===== config.mk =====
export PLATFORM = sky130hd
export DESIGN_NAME = change_flag_delta_record_encoder_top
export DESIGN_NICKNAME = d
export VERILOG_FILES = /design/src/sv/cfdre_pkg.sv /design/src/sv/change_flag_delta_record_encoder_top.sv /design/src/sv/cfdre_front.sv /design/src/sv/cfdre_fifo.sv /design/src/sv/cfdre_back.sv
export SDC_FILE = /design/constraint.sdc
export NUM_CORES = 1
export LEC_CHECK = 0
export BUFFER_PORTS_ARGS = -buffer_cell sky130_fd_sc_hd__buf_2
export CAP_MARGIN = 20
export CORE_AREA = 5 5 192 231
export CTS_CLUSTER_DIAMETER = 40
export DETAILED_ROUTE_END_ITERATION = 8
export DIE_AREA = 0 0 197 236
export PLACE_DENSITY_LB_ADDON = 0.3
export SLEW_MARGIN = 20
export SYNTH_ARGS = -nofsm -noshare
export SYNTH_HDL_FRONTEND = slang
export SYNTH_SLANG_ARGS = --single-unit

===== constraint.sdc =====
create_clock -name clk_i -period 8.1 [get_ports clk_i]
set_input_delay 1.215 -clock clk_i [delete_from_list [all_inputs] [get_ports clk_i]]
set_output_delay 1.215 -clock clk_i [all_outputs]
set_load 0.02 [all_outputs]

===== src/sv/cfdre_pkg.sv =====
// Types and constants shared by the change-flag delta record encoder.
package cfdre_pkg;

  typedef enum logic [2:0] {
    KIND_FLAGS  = 3'd0,
    KIND_TIME   = 3'd1,
    KIND_TEMP   = 3'd2,
    KIND_HUM    = 3'd3,
    KIND_TARGET = 3'd4,
    KIND_HYST   = 3'd5,
    KIND_STATUS = 3'd6
  } field_kind_e;

  localparam int unsigned NumKinds = 7;

  // Bit positions in the flags word.
  localparam int unsigned FlagTemp   = 0;
  localparam int unsigned FlagHum    = 1;
  localparam int unsigned FlagHeater = 2;
  localparam int unsigned FlagTrack  = 3;
  localparam int unsigned FlagTarget = 4;
  localparam int unsigned FlagHyst   = 5;
  localparam int unsigned FlagStatus = 6;
  localparam int unsigned FlagFull   = 7;

  localparam int unsigned QueueDepthDefault = 2;

  typedef struct packed {
    logic [7:0]         flags;
    logic [31:0]        time_diff;
    logic signed [16:0] temp_diff;
    logic signed [16:0] hum_diff;
    logic [15:0]        target;
    logic [15:0]        hyst;
    logic [7:0]         status;
  } record_t;

  // One bit per field kind still to be sent; flags and time are always present.
  function automatic logic [NumKinds-1:0] pending_mask(logic [7:0] flags);
    return {flags[FlagStatus], flags[FlagHyst], flags[FlagTarget],
            flags[FlagHum], flags[FlagTemp], 2'b11};
  endfunction

endpackage


===== src/sv/change_flag_delta_record_encoder_top.sv =====
// Top level of the change-flag delta record encoder.
//
// Input channel: one telemetry sample per transaction (in_valid_i/in_stall_o).
// Each sample is compared with the last logged values; if anything changed or
// full_record_i is set, a record is built: flags, time difference, then one
// item per changed field. Output channel: one field item per transaction
// (out_valid_o/out_stall_i), last_field_o marks the final item of a record.
// A record passes through the record queue, the serializer's record register
// and the output register. The serializer sends one item per cycle while the
// receiver does not stall, so the items of a record (2 to 7) follow without
// gaps; samples with no change produce nothing. Samples are accepted every
// cycle while the record queue between front end and serializer (QueueDepth
// entries) has room. When the receiver stalls, the current item holds, the
// serializer waits, the queue fills and then in_stall_o rises. Reset clears
// the logged values to zero and empties the queue and the output register.
module change_flag_delta_record_encoder_top #(
  parameter int unsigned QueueDepth = cfdre_pkg::QueueDepthDefault
) (
  input  logic                clk_i,
  input  logic                rst_ni,
  input  logic                in_valid_i,
  output logic                in_stall_o,
  input  logic                full_record_i,
  input  logic [31:0]         time_now_i,
  input  logic signed [15:0]  temp_now_i,
  input  logic signed [15:0]  humidity_now_i,
  input  logic [15:0]         target_now_i,
  input  logic [15:0]         hysteresis_now_i,
  input  logic [7:0]          status_now_i,
  input  logic                heater_on_i,
  input  logic                tracking_on_i,
  output logic                out_valid_o,
  input  logic                out_stall_i,
  output logic [2:0]          field_kind_o,
  output logic signed [32:0]  field_value_o,
  output logic                last_field_o
);
  import cfdre_pkg::*;

  record_t push_rec, pop_rec;
  logic    push, q_full, q_valid, q_pop;

  cfdre_front u_front (
    .clk_i,
    .rst_ni,
    .in_valid_i,
    .in_stall_o,
    .full_record_i,
    .time_now_i,
    .temp_now_i,
    .humidity_now_i,
    .target_now_i,
    .hysteresis_now_i,
    .status_now_i,
    .heater_on_i,
    .tracking_on_i,
    .q_full_i (q_full),
    .push_o   (push),
    .rec_o    (push_rec)
  );

  cfdre_fifo #(
    .Depth (QueueDepth)
  ) u_fifo (
    .clk_i,
    .rst_ni,
    .push_i  (push),
    .wdata_i (push_rec),
    .full_o  (q_full),
    .pop_i   (q_pop),
    .valid_o (q_valid),
    .rdata_o (pop_rec)
  );

  cfdre_back u_back (
    .clk_i,
    .rst_ni,
    .q_valid_i (q_valid),
    .q_rec_i   (pop_rec),
    .q_pop_o   (q_pop),
    .out_valid_o,
    .out_stall_i,
    .field_kind_o,
    .field_value_o,
    .last_field_o
  );

endmodule


===== src/sv/cfdre_front.sv =====
// Front end: accepts samples, compares against the logged values, builds records.
module cfdre_front (
  input  logic                     clk_i,
  input  logic                     rst_ni,
  input  logic                     in_valid_i,
  output logic                     in_stall_o,
  input  logic                     full_record_i,
  input  logic [31:0]              time_now_i,
  input  logic signed [15:0]       temp_now_i,
  input  logic signed [15:0]       humidity_now_i,
  input  logic [15:0]              target_now_i,
  input  logic [15:0]              hysteresis_now_i,
  input  logic [7:0]               status_now_i,
  input  logic                     heater_on_i,
  input  logic                     tracking_on_i,
  input  logic                     q_full_i,
  output logic                     push_o,
  output cfdre_pkg::record_t       rec_o
);
  import cfdre_pkg::*;

  logic [31:0] prev_time_q, prev_time_d;
  logic [15:0] prev_temp_q, prev_temp_d;
  logic [15:0] prev_hum_q, prev_hum_d;
  logic [15:0] prev_target_q, prev_target_d;
  logic [15:0] prev_hyst_q, prev_hyst_d;
  logic [7:0]  prev_status_q, prev_status_d;
  logic        prev_heater_q, prev_heater_d;
  logic        prev_track_q, prev_track_d;

  logic [31:0] base_time;
  logic [15:0] base_temp, base_hum, base_target, base_hyst;
  logic [7:0]  base_status;
  logic        base_heater, base_track;
  logic [7:0]  flags;
  logic        emit;
  logic        accept;

  assign in_stall_o = q_full_i;
  assign accept     = in_valid_i & ~q_full_i;

  // A full record compares against cleared memory.
  always_comb begin
    base_time   = full_record_i ? '0 : prev_time_q;
    base_temp   = full_record_i ? '0 : prev_temp_q;
    base_hum    = full_record_i ? '0 : prev_hum_q;
    base_target = full_record_i ? '0 : prev_target_q;
    base_hyst   = full_record_i ? '0 : prev_hyst_q;
    base_status = full_record_i ? '0 : prev_status_q;
    base_heater = full_record_i ? 1'b0 : prev_heater_q;
    base_track  = full_record_i ? 1'b0 : prev_track_q;
  end

  always_comb begin
    flags             = '0;
    flags[FlagTemp]   = temp_now_i != base_temp;
    flags[FlagHum]    = humidity_now_i != base_hum;
    flags[FlagHeater] = heater_on_i;
    flags[FlagTrack]  = tracking_on_i;
    flags[FlagTarget] = target_now_i != base_target;
    flags[FlagHyst]   = hysteresis_now_i != base_hyst;
    flags[FlagStatus] = status_now_i != base_status;
    flags[FlagFull]   = full_record_i;
    emit = flags[FlagTemp] | flags[FlagHum] | flags[FlagTarget] | flags[FlagHyst]
         | flags[FlagStatus] | flags[FlagFull]
         | (heater_on_i != base_heater) | (tracking_on_i != base_track);
  end

  always_comb begin
    rec_o.flags     = flags;
    rec_o.time_diff = time_now_i - base_time;
    rec_o.temp_diff = {temp_now_i[15], temp_now_i} - {base_temp[15], base_temp};
    rec_o.hum_diff  = {humidity_now_i[15], humidity_now_i} - {base_hum[15], base_hum};
    rec_o.target    = target_now_i;
    rec_o.hyst      = hysteresis_now_i;
    rec_o.status    = status_now_i;
  end

  assign push_o = accept & emit;

  // Unchanged fields already equal memory, and a full record clears it, so
  // logging every new value on an emitted record matches field-wise updates.
  always_comb begin
    prev_time_d   = prev_time_q;
    prev_temp_d   = prev_temp_q;
    prev_hum_d    = prev_hum_q;
    prev_target_d = prev_target_q;
    prev_hyst_d   = prev_hyst_q;
    prev_status_d = prev_status_q;
    prev_heater_d = prev_heater_q;
    prev_track_d  = prev_track_q;
    if (push_o) begin
      prev_time_d   = time_now_i;
      prev_temp_d   = temp_now_i;
      prev_hum_d    = humidity_now_i;
      prev_target_d = target_now_i;
      prev_hyst_d   = hysteresis_now_i;
      prev_status_d = status_now_i;
      prev_heater_d = heater_on_i;
      prev_track_d  = tracking_on_i;
    end
  end

  always_ff @(posedge clk_i or negedge rst_ni) begin
    if (!rst_ni) begin
      prev_time_q   <= '0;
      prev_temp_q   <= '0;
      prev_hum_q    <= '0;
      prev_target_q <= '0;
      prev_hyst_q   <= '0;
      prev_status_q <= '0;
      prev_heater_q <= 1'b0;
      prev_track_q  <= 1'b0;
    end else begin
      prev_time_q   <= prev_time_d;
      prev_temp_q   <= prev_temp_d;
      prev_hum_q    <= prev_hum_d;
      prev_target_q <= prev_target_d;
      prev_hyst_q   <= prev_hyst_d;
      prev_status_q <= prev_status_d;
      prev_heater_q <= prev_heater_d;
      prev_track_q  <= prev_track_d;
    end
  end

endmodule


===== src/sv/cfdre_fifo.sv =====
// Record queue between the front end and the serializer.
module cfdre_fifo #(
  parameter int unsigned Depth = cfdre_pkg::QueueDepthDefault
) (
  input  logic               clk_i,
  input  logic               rst_ni,
  input  logic               push_i,
  input  cfdre_pkg::record_t wdata_i,
  output logic               full_o,
  input  logic               pop_i,
  output logic               valid_o,
  output cfdre_pkg::record_t rdata_o
);
  import cfdre_pkg::*;

  localparam int unsigned PtrW = (Depth > 1) ? $clog2(Depth) : 1;
  localparam int unsigned CntW = $clog2(Depth + 1);

  record_t         mem_q [Depth];
  logic [PtrW-1:0] wr_ptr_q, wr_ptr_d;
  logic [PtrW-1:0] rd_ptr_q, rd_ptr_d;
  logic [CntW-1:0] cnt_q, cnt_d;
  logic            do_push, do_pop;

  assign full_o  = cnt_q == CntW'(Depth);
  assign valid_o = cnt_q != '0;
  assign rdata_o = mem_q[rd_ptr_q];
  assign do_push = push_i & ~full_o;
  assign do_pop  = pop_i & valid_o;

  always_comb begin
    wr_ptr_d = wr_ptr_q;
    rd_ptr_d = rd_ptr_q;
    cnt_d    = cnt_q;
    if (do_push) begin
      wr_ptr_d = (wr_ptr_q == PtrW'(Depth - 1)) ? '0 : wr_ptr_q + 1'b1;
    end
    if (do_pop) begin
      rd_ptr_d = (rd_ptr_q == PtrW'(Depth - 1)) ? '0 : rd_ptr_q + 1'b1;
    end
    if (do_push && !do_pop) begin
      cnt_d = cnt_q + 1'b1;
    end else if (do_pop && !do_push) begin
      cnt_d = cnt_q - 1'b1;
    end
  end

  always_ff @(posedge clk_i or negedge rst_ni) begin
    if (!rst_ni) begin
      wr_ptr_q <= '0;
      rd_ptr_q <= '0;
      cnt_q    <= '0;
    end else begin
      wr_ptr_q <= wr_ptr_d;
      rd_ptr_q <= rd_ptr_d;
      cnt_q    <= cnt_d;
    end
  end

  always_ff @(posedge clk_i) begin
    if (do_push) begin
      mem_q[wr_ptr_q] <= wdata_i;
    end
  end

endmodule


===== src/sv/cfdre_back.sv =====
// Serializer: sends record items one per cycle unless stalled, via an output register.
module cfdre_back (
  input  logic                 clk_i,
  input  logic                 rst_ni,
  input  logic                 q_valid_i,
  input  cfdre_pkg::record_t   q_rec_i,
  output logic                 q_pop_o,
  output logic                 out_valid_o,
  input  logic                 out_stall_i,
  output logic [2:0]           field_kind_o,
  output logic signed [32:0]   field_value_o,
  output logic                 last_field_o
);
  import cfdre_pkg::*;

  record_t             rec_q, rec_d;
  logic [NumKinds-1:0] pend_q, pend_d;
  logic [NumKinds-1:0] sel_oh;
  logic [2:0]          sel_idx;
  field_kind_e         sel_kind;
  logic signed [32:0]  sel_value;
  logic                sel_last;
  logic                adv;

  logic                out_valid_q, out_valid_d;
  logic [2:0]          kind_q, kind_d;
  logic signed [32:0]  value_q, value_d;
  logic                last_q, last_d;

  // Lowest pending kind goes next.
  always_comb begin
    sel_idx = '0;
    for (int i = NumKinds - 1; i >= 0; i--) begin
      if (pend_q[i]) begin
        sel_idx = 3'(i);
      end
    end
    sel_kind = field_kind_e'(sel_idx);
    sel_oh   = NumKinds'(1) << sel_idx;
    sel_last = (pend_q & ~sel_oh) == '0;
  end

  always_comb begin
    case (sel_kind)
      KIND_FLAGS:  sel_value = {25'd0, rec_q.flags};
      KIND_TIME:   sel_value = {1'b0, rec_q.time_diff};
      KIND_TEMP:   sel_value = {{16{rec_q.temp_diff[16]}}, rec_q.temp_diff};
      KIND_HUM:    sel_value = {{16{rec_q.hum_diff[16]}}, rec_q.hum_diff};
      KIND_TARGET: sel_value = {17'd0, rec_q.target};
      KIND_HYST:   sel_value = {17'd0, rec_q.hyst};
      KIND_STATUS: sel_value = {25'd0, rec_q.status};
      default:     sel_value = '0;
    endcase
  end

  assign adv     = (pend_q != '0) && (!out_valid_q || !out_stall_i);
  // Load the next record when idle or as the current one sends its last item.
  assign q_pop_o = q_valid_i && ((pend_q == '0) || (adv && sel_last));

  always_comb begin
    rec_d  = rec_q;
    pend_d = pend_q;
    if (q_pop_o) begin
      rec_d  = q_rec_i;
      pend_d = pending_mask(q_rec_i.flags);
    end else if (adv) begin
      pend_d = pend_q & ~sel_oh;
    end
  end

  always_comb begin
    out_valid_d = out_valid_q;
    kind_d      = kind_q;
    value_d     = value_q;
    last_d      = last_q;
    if (adv) begin
      out_valid_d = 1'b1;
      kind_d      = sel_idx;
      value_d     = sel_value;
      last_d      = sel_last;
    end else if (!out_stall_i) begin
      out_valid_d = 1'b0;
    end
  end

  always_ff @(posedge clk_i or negedge rst_ni) begin
    if (!rst_ni) begin
      pend_q      <= '0;
      out_valid_q <= 1'b0;
    end else begin
      pend_q      <= pend_d;
      out_valid_q <= out_valid_d;
    end
  end

  always_ff @(posedge clk_i) begin
    rec_q   <= rec_d;
    kind_q  <= kind_d;
    value_q <= value_d;
    last_q  <= last_d;
  end

  assign out_valid_o   = out_valid_q;
  assign field_kind_o  = kind_q;
  assign field_value_o = value_q;
  assign last_field_o  = last_q;

endmodule


==> summary.md, run 1 <==
| Metric | Value |
|---|---|
| RSZ-0062 raised after global routing | false |
| Initial antenna violation count | 0 |
| Setup total negative slack | 0 ps |
| Status | finished, final reports clean |
| Worst reg-to-reg setup slack | 4030 ps |
| CP Class | input port to flop |
| Clock Power Share | 24.9% |
| Yosys warning count | 0 |
| Netlist Area Pre-Place | 22670 um2 |
| Net Switching | 3.101 mW |
| Placed wire-length estimate | 32510 um |
| Final Max Tran Viols | 0 |
| WL per Instance | 20.77 um |
| Largest net degree at the start of global routing | 110 |
| Post-route cell area | 25760 um2 |
| Clock latency on the worst-skew pair | 600 ps |
| Cells after Synth | 1541 |
| CTS max path bufs | 3 |
| Power Internal | 6.588 mW |
| First-pass GRT wire length | 74540 um |
| Slew @ Worst Pin | 1047 ps |
| Post-Layout Cell Count | 2298 |
| Die Span X | 197 um |
| Tot Pwr | 9.689 mW |
| NumNets Final | 1883 |
| Register area share after synthesis | 63.23% |
| Tcrit/Tclk final | 68.24% |
| Number of synthesized flops with an enable pin | 379 |
| Worst Setup End Kind | flop |
| Placed inst area | 23970 um2 |
| Drc violations | 0 |
| Top cells by area, synth | edfxtp_1, dfrtp_1, mux2_4, mux2_2, ha_1 |
| Max-cap violation count | 0 |
| CTS Sinks | 497 |
| Asr flop ratio synth | 23.74% |
| CTS root buffer | clkbuf_16 |
| Final WL | 47730 um |
| CP startpoint | full_record_i |
| Chip height | 236 um |
| Peak VDD IR | 0.0002020 V |
| Comb pwr share | 30.8% |
| CTS Buf Count | 55 |
| Post-synth cell types | 64 |
| GRT overflow | 0 |
| Area of the core | 41660 um2 |
| Crit path to | u_fifo.cnt_q[1] |
| Inserted Diodes | 0 |
| RR Startpoint | u_front.prev_hum_q[11] |
| # setup viols final | 0 |
| Post-layout util | 61.84% |
| Max_slew headroom | 30.23% |
| Placed cells | 2194 |
| Hold buffer count at CTS | 0 |
| H-tree levels | 2 |
| Area leader, netlist | edfxtp_1 |
| Cts repair resizes | 0 |
| Worst EP arrival | 6050 ps |
| Syn avg cell area | 14.71 um2 |
| Vias in the first global route | 13.34k |
| Critical path fanouts, max | 109 |
| DRT Pass-1 Iters | 6 |
| Leakage | 9.958 nW |
| Power per cell area | 376.1 nW/um2 |
| Detailed Route Iter0 Violations | 962 |
| I/O Pins | 150 |
| Starting Density | 54.42% |
| # rows | 82 |
| Worst hold path type | flop to flop |
| IO Port Bufs | 149 |
| Share of cells above drive strength 1 | 27.05% |
| Worst setup SP type | input port |
| R2R depth | 12 |
| Top_reg_cell synth | edfxtp_1 |
| Worst Skew | 20.30 ps |
| Worst r2r dst | u_fifo.cnt_q[1] |
| Final Wtd Congestion | 0.8327 |
| GRT Util Overall | 20.36% |
| Commonest non-fill, non-tap cell in the layout | edfxtp_1 |
| Sequential share of power | 44.3% |
| DR vias | 13.19k |
| Tmin final | 5527 ps |
| CTS tree | built |
| Post-CTS Setup Inserts | 0 |
| Clk slew on worst S/H paths | 60 ps |
| Die Area | 46490 um2 |
| Worst Path Required | 8620 ps |
| Switching Share | 32.00% |
| Area grow syn2layout | 13.63% |
| Commonest non-fill, non-tap cells in the layout | edfxtp_1, buf_2, dfrtp_1, mux2_2, mux2_4 |
| Final Hold Viols | 0 |
| Mapped Nets | 1719 |
| Final antenna-violating net count | 0 |
| Max Clk Rate | 0.1809 GHz |
| Synth top area share | 50.20% |
| DR vias/cell | 5.741 |
| Synth Register Bits | 497 |
-- kinds of logic after synthesis --
group / count (synthesis) / synth area share [%]
multiplexers: 223 / 12.65
adder cells (fa/ha/maj): 68 / 3.841
AO/OA/AOI/OAI: 253 / 7.776
buffers and inverters: 93 / 1.910
XOR/XNOR: 76 / 2.936
AND/OR/NAND/NOR: 331 / 7.660
flip-flops: 497 / 63.23
-- state kept, by name, indices dropped and copies added (netlist names) --
register / cells
u_fifo.mem_q: 228
u_back.rec_q: 114
u_back.field_value_o: 33
u_front.prev_time_q: 32
u_front.prev_hum_q: 16
u_front.prev_hyst_q: 16
u_front.prev_target_q: 16
u_front.prev_temp_q: 16
u_front.prev_status_q: 8
u_back.pend_q: 7
u_back.field_kind_o: 3
u_fifo.cnt_q: 2
u_back.last_field_o: 1
u_back.out_valid_o: 1
u_fifo.rd_ptr_q: 1
u_fifo.wr_ptr_q: 1
u_front.prev_heater_q: 1
u_front.prev_track_q: 1
-- power by group through the flow --
stage,clock [mW],sequential [mW],combinational [mW]
detailed placement,0,4.33,2.99
finish,2.41,4.29,2.99
CTS,2.46,4.30,3.01
global placement,0,4.30,2.93
global route,2.57,4.37,3.24
floorplan,0,4.32,2.14
-- synth_stat cells, types with 6 or more instances --
library cell / number
nand2_1: 62
xor2_1: 22
nor4bb_1: 12
a21o_1: 40
dfrtp_1: 118
a222oi_1: 17
xnor2_1: 54
a31oi_1: 22
a21oi_1: 52
nor2b_1: 22
nand3_1: 18
nor2_1: 80
mux2_1: 10
mux2_2: 114
ha_1: 64
nand2b_1: 74
inv_1: 38
or2_2: 8
o21ai_0: 38
nor3_1: 17
clkbuf_1: 41
a22oi_1: 9
edfxtp_1: 379
and2_1: 9
mux2_4: 96
a22o_1: 6
nand4_1: 9
o32ai_1: 17
buf_6: 11
-- worst max-delay path: stages --
cell and delay (ps):
buf_2 640, buf_4 550, nand2b_1 170, ha_1 250
and4_1 220, nand4_1 90, or4_1 560, or4_1 540
nor3_1 290, a211oi_4 130, buf_12 300, ha_1 510
nor2_1 160, xor2_1 160
-- worst min-delay path by stage --
stage	cells past startpoint	endpoint	startpoint
after global placement	1	u_front.prev_time_q[0]	u_front.prev_time_q[0]
final	1	u_front.prev_time_q[0]	u_front.prev_time_q[0]
after global routing	1	u_front.prev_time_q[0]	u_front.prev_time_q[0]
after CTS	1	u_front.prev_time_q[0]	u_front.prev_time_q[0]
after detailed placement	1	u_front.prev_time_q[0]	u_front.prev_time_q[0]
after floorplan	1	u_front.prev_time_q[0]	u_front.prev_time_q[0]
-- per-stage QoR --
step / hold slack (ps) / setup slack (ps)
3_5_place_dp: 468.8 / 2110
2_1_floorplan: 449.5 / 809.7
4_1_cts: 482.0 / 2736
6_report: 480.3 / 2573
3_3_place_gp: 459.6 / 2190
5_1_grt: 491.0 / 2413
-- routing by layer --
metal  vias to the layer above  track usage (%)  routed length [um]
met4                         0            6.641                1300
met5                         -                0                   0
met3                        76            3.369                2646
li1                       6178                -                   -
met2                       381            34.15               23820
met1                      6557            27.25               19970
-- area by class of cell --
type,count,area [um2]
Timing Repair Buffer,162,870.8
Tap cell,546,683.2
Multi-Input combinational cell,951,7936
Fill cell,3181,15890
Clock buffer,71,1498
Sequential cell,497,14340
Clock inverter,33,290.3
Inverter,38,145.1
Power figures use the tool's default switching activity.
==> run 2, diff against run 1 <==
==> constraint.sdc (replaced) <==
create_clock -name clk_i -period 4.8 [get_ports clk_i]
set_input_delay 0.72 -clock clk_i [delete_from_list [all_inputs] [get_ports clk_i]]
set_output_delay 0.72 -clock clk_i [all_outputs]
set_load 0.02 [all_outputs]
==> summary.md, run 2 (synthesized netlist as in run 1, its figures left out) <==
| Metric | Value |
|---|---|
| DR vias | 13.19k |
| Detailed Route Iter0 Violations | 987 |
| Final Max Tran Viols | 0 |
| CTS max path bufs | 3 |
| Cts repair resizes | 0 |
| # setup viols final | 0 |
| Largest stage delay, worst path | 630 ps |
| First-pass GRT wire length | 73530 um |
| Clock latency on the worst-skew pair | 570 ps |
| CP delay by family, top | simple AND/OR/NAND/NOR gates |
| Slew @ Worst Pin | 1003 ps |
| Die Area | 46490 um2 |
| Worst Path Required | 5290 ps |
| GRT overflow | 0 |
| Slowest CP cell | or4_1 |
| NumNets Final | 1886 |
| Share of cells above drive strength 1 | 28.22% |
| Placed cells | 2197 |
| Commonest non-fill, non-tap cell in the layout | edfxtp_1 |
| Power per cell area | 637.2 nW/um2 |
| Post-CTS Setup Inserts | 0 |
| H-tree levels | 2 |
| Clk slew on worst S/H paths | 60 ps |
| Commonest non-fill, non-tap cells in the layout | edfxtp_1, buf_2, dfrtp_1, mux2_2, mux2_4 |
| Biggest register | u_fifo.mem_q |
| Tmin final | 4133 ps |
| Pre-CTS setup slack | 303.6 ps |
| Worst Skew | 14.91 ps |
| Area of the core | 41660 um2 |
| PnR worst setup slack | 667.2 ps |
| Tcrit/Tclk final | 86.10% |
| Starting Density | 54.42% |
| Max Clk Rate | 0.2420 GHz |
| RSZ-0062 raised after global routing | false |
| CP bufs+invs | 2 |
| Final Wtd Congestion | 0.8525 |
| Peak VDD IR | 0.0003646 V |
| I/O Pins | 150 |
| Final antenna-violating net count | 0 |
| Largest net degree at the start of global routing | 119 |
| Hold_ws | 252.3 ps |
| CTS Sinks | 497 |
| DR vias/cell | 5.733 |
| CP Class | input port to flop |
| WL per Instance | 20.46 um |
| CTS tree | built |
| Worst Setup End Kind | flop |
| Tot Pwr | 16.62 mW |
| Drc violations | 0 |
| Chip height | 236 um |
| Crit-path cells | buf_2 > nand2b_1 > ha_1 > nand3_1 > or4_1 > or4_1 > nor3_1 > a211oi_4 > buf_12 > ha_1 > xor2_1 > nor2_1 > xor2_1 |
| CTS root buffer | clkbuf_16 |
| Worst EP arrival | 4630 ps |
| Leakage | 10.07 nW |
| Die Span X | 197 um |
| CTS Buf Count | 55 |
| Max-cap violation count | 0 |
| Area grow syn2layout | 15.08% |
| DRT Pass-1 Iters | 6 |
| Hold buffer count at CTS | 0 |
| Final Hold Viols | 0 |
| Critical path fanouts, max | 108 |
| GRT Util Overall | 19.94% |
| Worst hold path type | input port to async pin |
| Vias in the first global route | 13.19k |
| Status | finished, final reports clean |
| Max FFs per register | 228 |
| # rows | 82 |
| Initial antenna violation count | 1 |
| Post-layout util | 62.63% |
| Placed wire-length estimate | 31960 um |
| Max_slew headroom | 33.14% |
| Final WL | 47070 um |
| Worst setup SP type | input port |
| IO Port Bufs | 149 |
| Post-Layout Cell Count | 2301 |
==> run 2: cell count changes in the layout (fill, tap and decap cells not counted), sizes merged <==
cell      delta
buf          +3
bufinv       +4
clkbuf       -1
clkinv       -5
clkinvlp     +2
diode        +1
inv          -1
==> run 2: layout make-up <==
cell class / instances / area [um2]
Timing Repair Buffer: 165 / 943.4
Multi-Input combinational cell: 951 / 8087
Clock inverter: 33 / 356.6
Sequential cell: 497 / 14340
Inverter: 38 / 145.1
Antenna cell: 1 / 2.502
Fill cell: 3093 / 15560
Clock buffer: 70 / 1535
Tap cell: 546 / 683.2
==> run 2: path summary, 6_finish.rpt <==
path / start / end / slack (ps) / depth (start not counted)
worst min register to register: u_front.prev_time_q[0] / u_front.prev_time_q[0] / 480 / 1
max in group asynchronous: rst_ni / u_fifo.rd_ptr_q / 3950 / 2
min in group clk_i: time_now_i[0] / u_front.prev_time_q[0] / 390 / 2
worst max register to register: u_front.prev_hum_q[14] / u_fifo.cnt_q[1] / 920 / 12
worst min-delay path: rst_ni / u_front.prev_target_q[8] / 250 / 2
worst max-delay path: full_record_i / u_fifo.cnt_q[1] / 670 / 13
==> run 2: per-layer routing <==
metal  track usage [%]  share of wire (%)
met2             33.44                 49
met4             6.011                2.8
met5                 0                  0
met1             27.24                 42
met3             2.798                5.5
==> run 2: stage by stage <==
stage | area (um2) | setup TNS, ps
2_1_floorplan | 22890 | -10060
3_3_place_gp | 24200 | 0
3_5_place_dp | 24200 | 0
4_1_cts | 26090 | 0
5_1_grt | 26090 | 0
6_report | 26090 | 0
==> run 2: worst register-to-register path: stages (launching register included) <==
cell,delay [ps]
dfrtp_1,350
nand2b_1,70
ha_1,400
nand3_1,170
or4_1,630
or4_1,430
nor3_1,270
a211oi_4,140
buf_12,280
ha_1,660
xor2_1,140
nor2_1,110
xor2_1,160
==> run 2: power breakdown <==
| group | internal [mW] | total [mW] | switching (mW) | leakage [nW] |
|---|---|---|---|---|
| registers | 6.56 | 7.28 | 0.717 | 4.87 |
| logic | 2.31 | 5.09 | 2.78 | 4.28 |
| clock network | 2.57 | 4.25 | 1.69 | 0.918 |
| total | 11.4 | 16.6 | 5.19 | 10.1 |
==> run 3, diff against run 2 <==
--- a/config.mk
+++ b/config.mk
@@ -7,10 +7,10 @@
 export LEC_CHECK = 0
 export BUFFER_PORTS_ARGS = -buffer_cell sky130_fd_sc_hd__buf_2
 export CAP_MARGIN = 20
-export CORE_AREA = 5 5 192 231
+export CORE_AREA = 5 5 211 254
 export CTS_CLUSTER_DIAMETER = 40
 export DETAILED_ROUTE_END_ITERATION = 8
-export DIE_AREA = 0 0 197 236
+export DIE_AREA = 0 0 216 259
 export PLACE_DENSITY_LB_ADDON = 0.3
 export SLEW_MARGIN = 20
 export SYNTH_ARGS = -nofsm -noshare
==> summary.md, run 3 (synthesized netlist as in run 1, its figures left out) <==
| Metric | Value |
|---|---|
| Status | finished, final reports clean |
| Slew @ Worst Pin | 949.9 ps |
| Final antenna-violating net count | 0 |
| Detailed Route Iter0 Violations | 1086 |
| CTS max path bufs | 3 |
| CP startpoint | full_record_i |
| CTS root buffer | clkbuf_16 |
| Biggest register | u_fifo.mem_q |
| Cts repair resizes | 0 |
| Final WL | 50190 um |
| DRT Pass-1 Iters | 6 |
| Hold_ws | 123.0 ps |
| Peak VDD IR | 0.0003048 V |
| RR Startpoint | u_front.prev_hum_q[14] |
| Drc violations | 0 |
| Slowest CP cell | or4_1 |
| GRT Util Overall | 17.87% |
| DR vias/cell | 5.443 |
| R2R depth | 10 |
| Power per cell area | 652.6 nW/um2 |
| Die Area | 55940 um2 |
| Clock Power Share | 28.6% |
| Sequential share of power | 42.2% |
| Most frequent CP cell | buf_4 |
| Final Max Tran Viols | 0 |
| First-pass GRT wire length | 78470 um |
| Initial antenna violation count | 3 |
| Power Internal | 11.86 mW |
| Post-Layout Cell Count | 2427 |
| Worst EP arrival | 4310 ps |
| Placed wire-length estimate | 34320 um |
| Clock latency on the worst-skew pair | 590 ps |
| Worst reg-to-reg setup slack | 1080 ps |
| Final Hold Viols | 0 |
| Worst Setup End Kind | flop |
| CTS tree | built |
| Crit path to | u_front.prev_hum_q[9] |
| Commonest non-fill, non-tap cells in the layout | edfxtp_1, buf_2, dfrtp_1, mux2_2, mux2_4 |
| Leakage | 10.24 nW |
| # setup viols final | 0 |
| I/O Pins | 150 |
| Crit-path cells | buf_2 > buf_4 > nand2b_1 > ha_1 > nand4_1 > or4_1 > or4_1 > nor3_1 > a211oi_4 > buf_4 > buf_4 > mux2_4 |
| Switching Share | 31.57% |
| RSZ-0062 raised after global routing | false |
| Share of cells above drive strength 1 | 29.30% |
| Tmin final | 3855 ps |
| Clk slew on worst S/H paths | 60 ps |
| Final Wtd Congestion | 0.8073 |
| Commonest non-fill, non-tap cell in the layout | edfxtp_1 |
| Worst hold path type | input port to async pin |
| H-tree levels | 3 |
| Chip height | 259 um |
| NumNets Final | 1901 |
| Largest net degree at the start of global routing | 68 |
| Max_slew headroom | 36.68% |
| Die Span X | 216 um |
| Area of the core | 50900 um2 |
| Tot Pwr | 17.33 mW |
| CTS Sinks | 497 |
| Worst Path Required | 5250 ps |
| # rows | 91 |
| Worst Skew | 27.37 ps |
| Critical path fanouts, max | 33 |
| Tcrit/Tclk final | 80.31% |
| IO Port Bufs | 149 |
| CTS Buf Count | 66 |
| Post-CTS Setup Inserts | 0 |
| Worst setup SP type | input port |
| Max-cap violation count | 0 |
| DR vias | 13.21k |
| Worst r2r dst | u_front.prev_hum_q[9] |
| WL per Instance | 20.68 um |
| GRT overflow | 0 |
| Starting Density | 44.54% |
| Placed cells | 2306 |
| Net Switching | 5.471 mW |
| Comb pwr share | 29.2% |
| Largest stage delay, worst path | 570 ps |
| Max Clk Rate | 0.2594 GHz |
| Area grow syn2layout | 17.12% |
| Vias in the first global route | 13.66k |
| CP Class | input port to flop |
| Max FFs per register | 228 |
| Hold buffer count at CTS | 0 |
run 3: changes by cell type in the layout (fill, tap and decap cells not counted), sizes merged:
| cell | change |
|---|---|
| clkinv | -2 |
| buf | +4 |
| clkbuf | +9 |
| clkinvlp | +4 |
| bufinv | -1 |
| inv | +7 |
run 3: worst min-delay path by stage:
stage	from	endpoint	slack, ps	depth (start not counted)
after floorplan	rst_ni	u_back.out_valid_o	420	0
after global placement	u_front.prev_time_q[0]	u_front.prev_time_q[0]	460	1
after detailed placement	u_front.prev_time_q[0]	u_front.prev_time_q[0]	470	1
after CTS	rst_ni	u_front.prev_hum_q[15]	100	1
after global routing	rst_ni	u_front.prev_hum_q[5]	140	1
final	rst_ni	u_front.prev_hum_q[6]	120	1
run 3: per-stage QoR:
step                      worst slack, ps  setup TNS (ps)  area (um2)  util, %
final                               945.3               0       26550    52.17
after global routing                784.1               0       26550    52.17
after CTS                           942.0               0       26550    52.16
after detailed placement            315.4               0       24290    47.73
after global placement              368.2               0       24290    47.73
after floorplan                    -88.26          -10060       22890        -
run 3: layer usage:
layer  vias to the layer above  wire (um)  track usage, %
li1                       6221          -               -
met1                      6602      21420           23.16
met2                       307      24940           30.24
met3                        77       2279           2.893
met4                         4       1521           7.139
met5                         -         27               0
run 3: layout make-up:
cell class | count | area (um2)
Antenna cell | 1 | 2.502
Clock buffer | 79 | 1827
Clock inverter | 41 | 427.9
Fill cell | 4179 | 24340
Inverter | 38 | 145.1
Multi-Input combinational cell | 951 | 8087
Sequential cell | 497 | 14340
Tap cell | 651 | 814.5
Timing Repair Buffer | 169 | 910.9
run 3: worst max-delay path, delay by kind of cell:
kind / cells / cell delay, ps
buf+inv: 4 / 1140
compound gates: 1 / 120
mux: 1 / 370
simple gates: 5 / 1560
fa+ha+maj: 1 / 340
run 3: power groups by stage:
stage               Clock [mW]  Combinational (mW)  Sequential [mW]
CTS                       5.07                5.13             7.32
global route              5.27                5.52             7.44
floorplan                    0                3.66             7.27
global placement             0                4.98             7.34
detailed placement           0                5.09             7.38
finish                    4.95                5.06             7.31
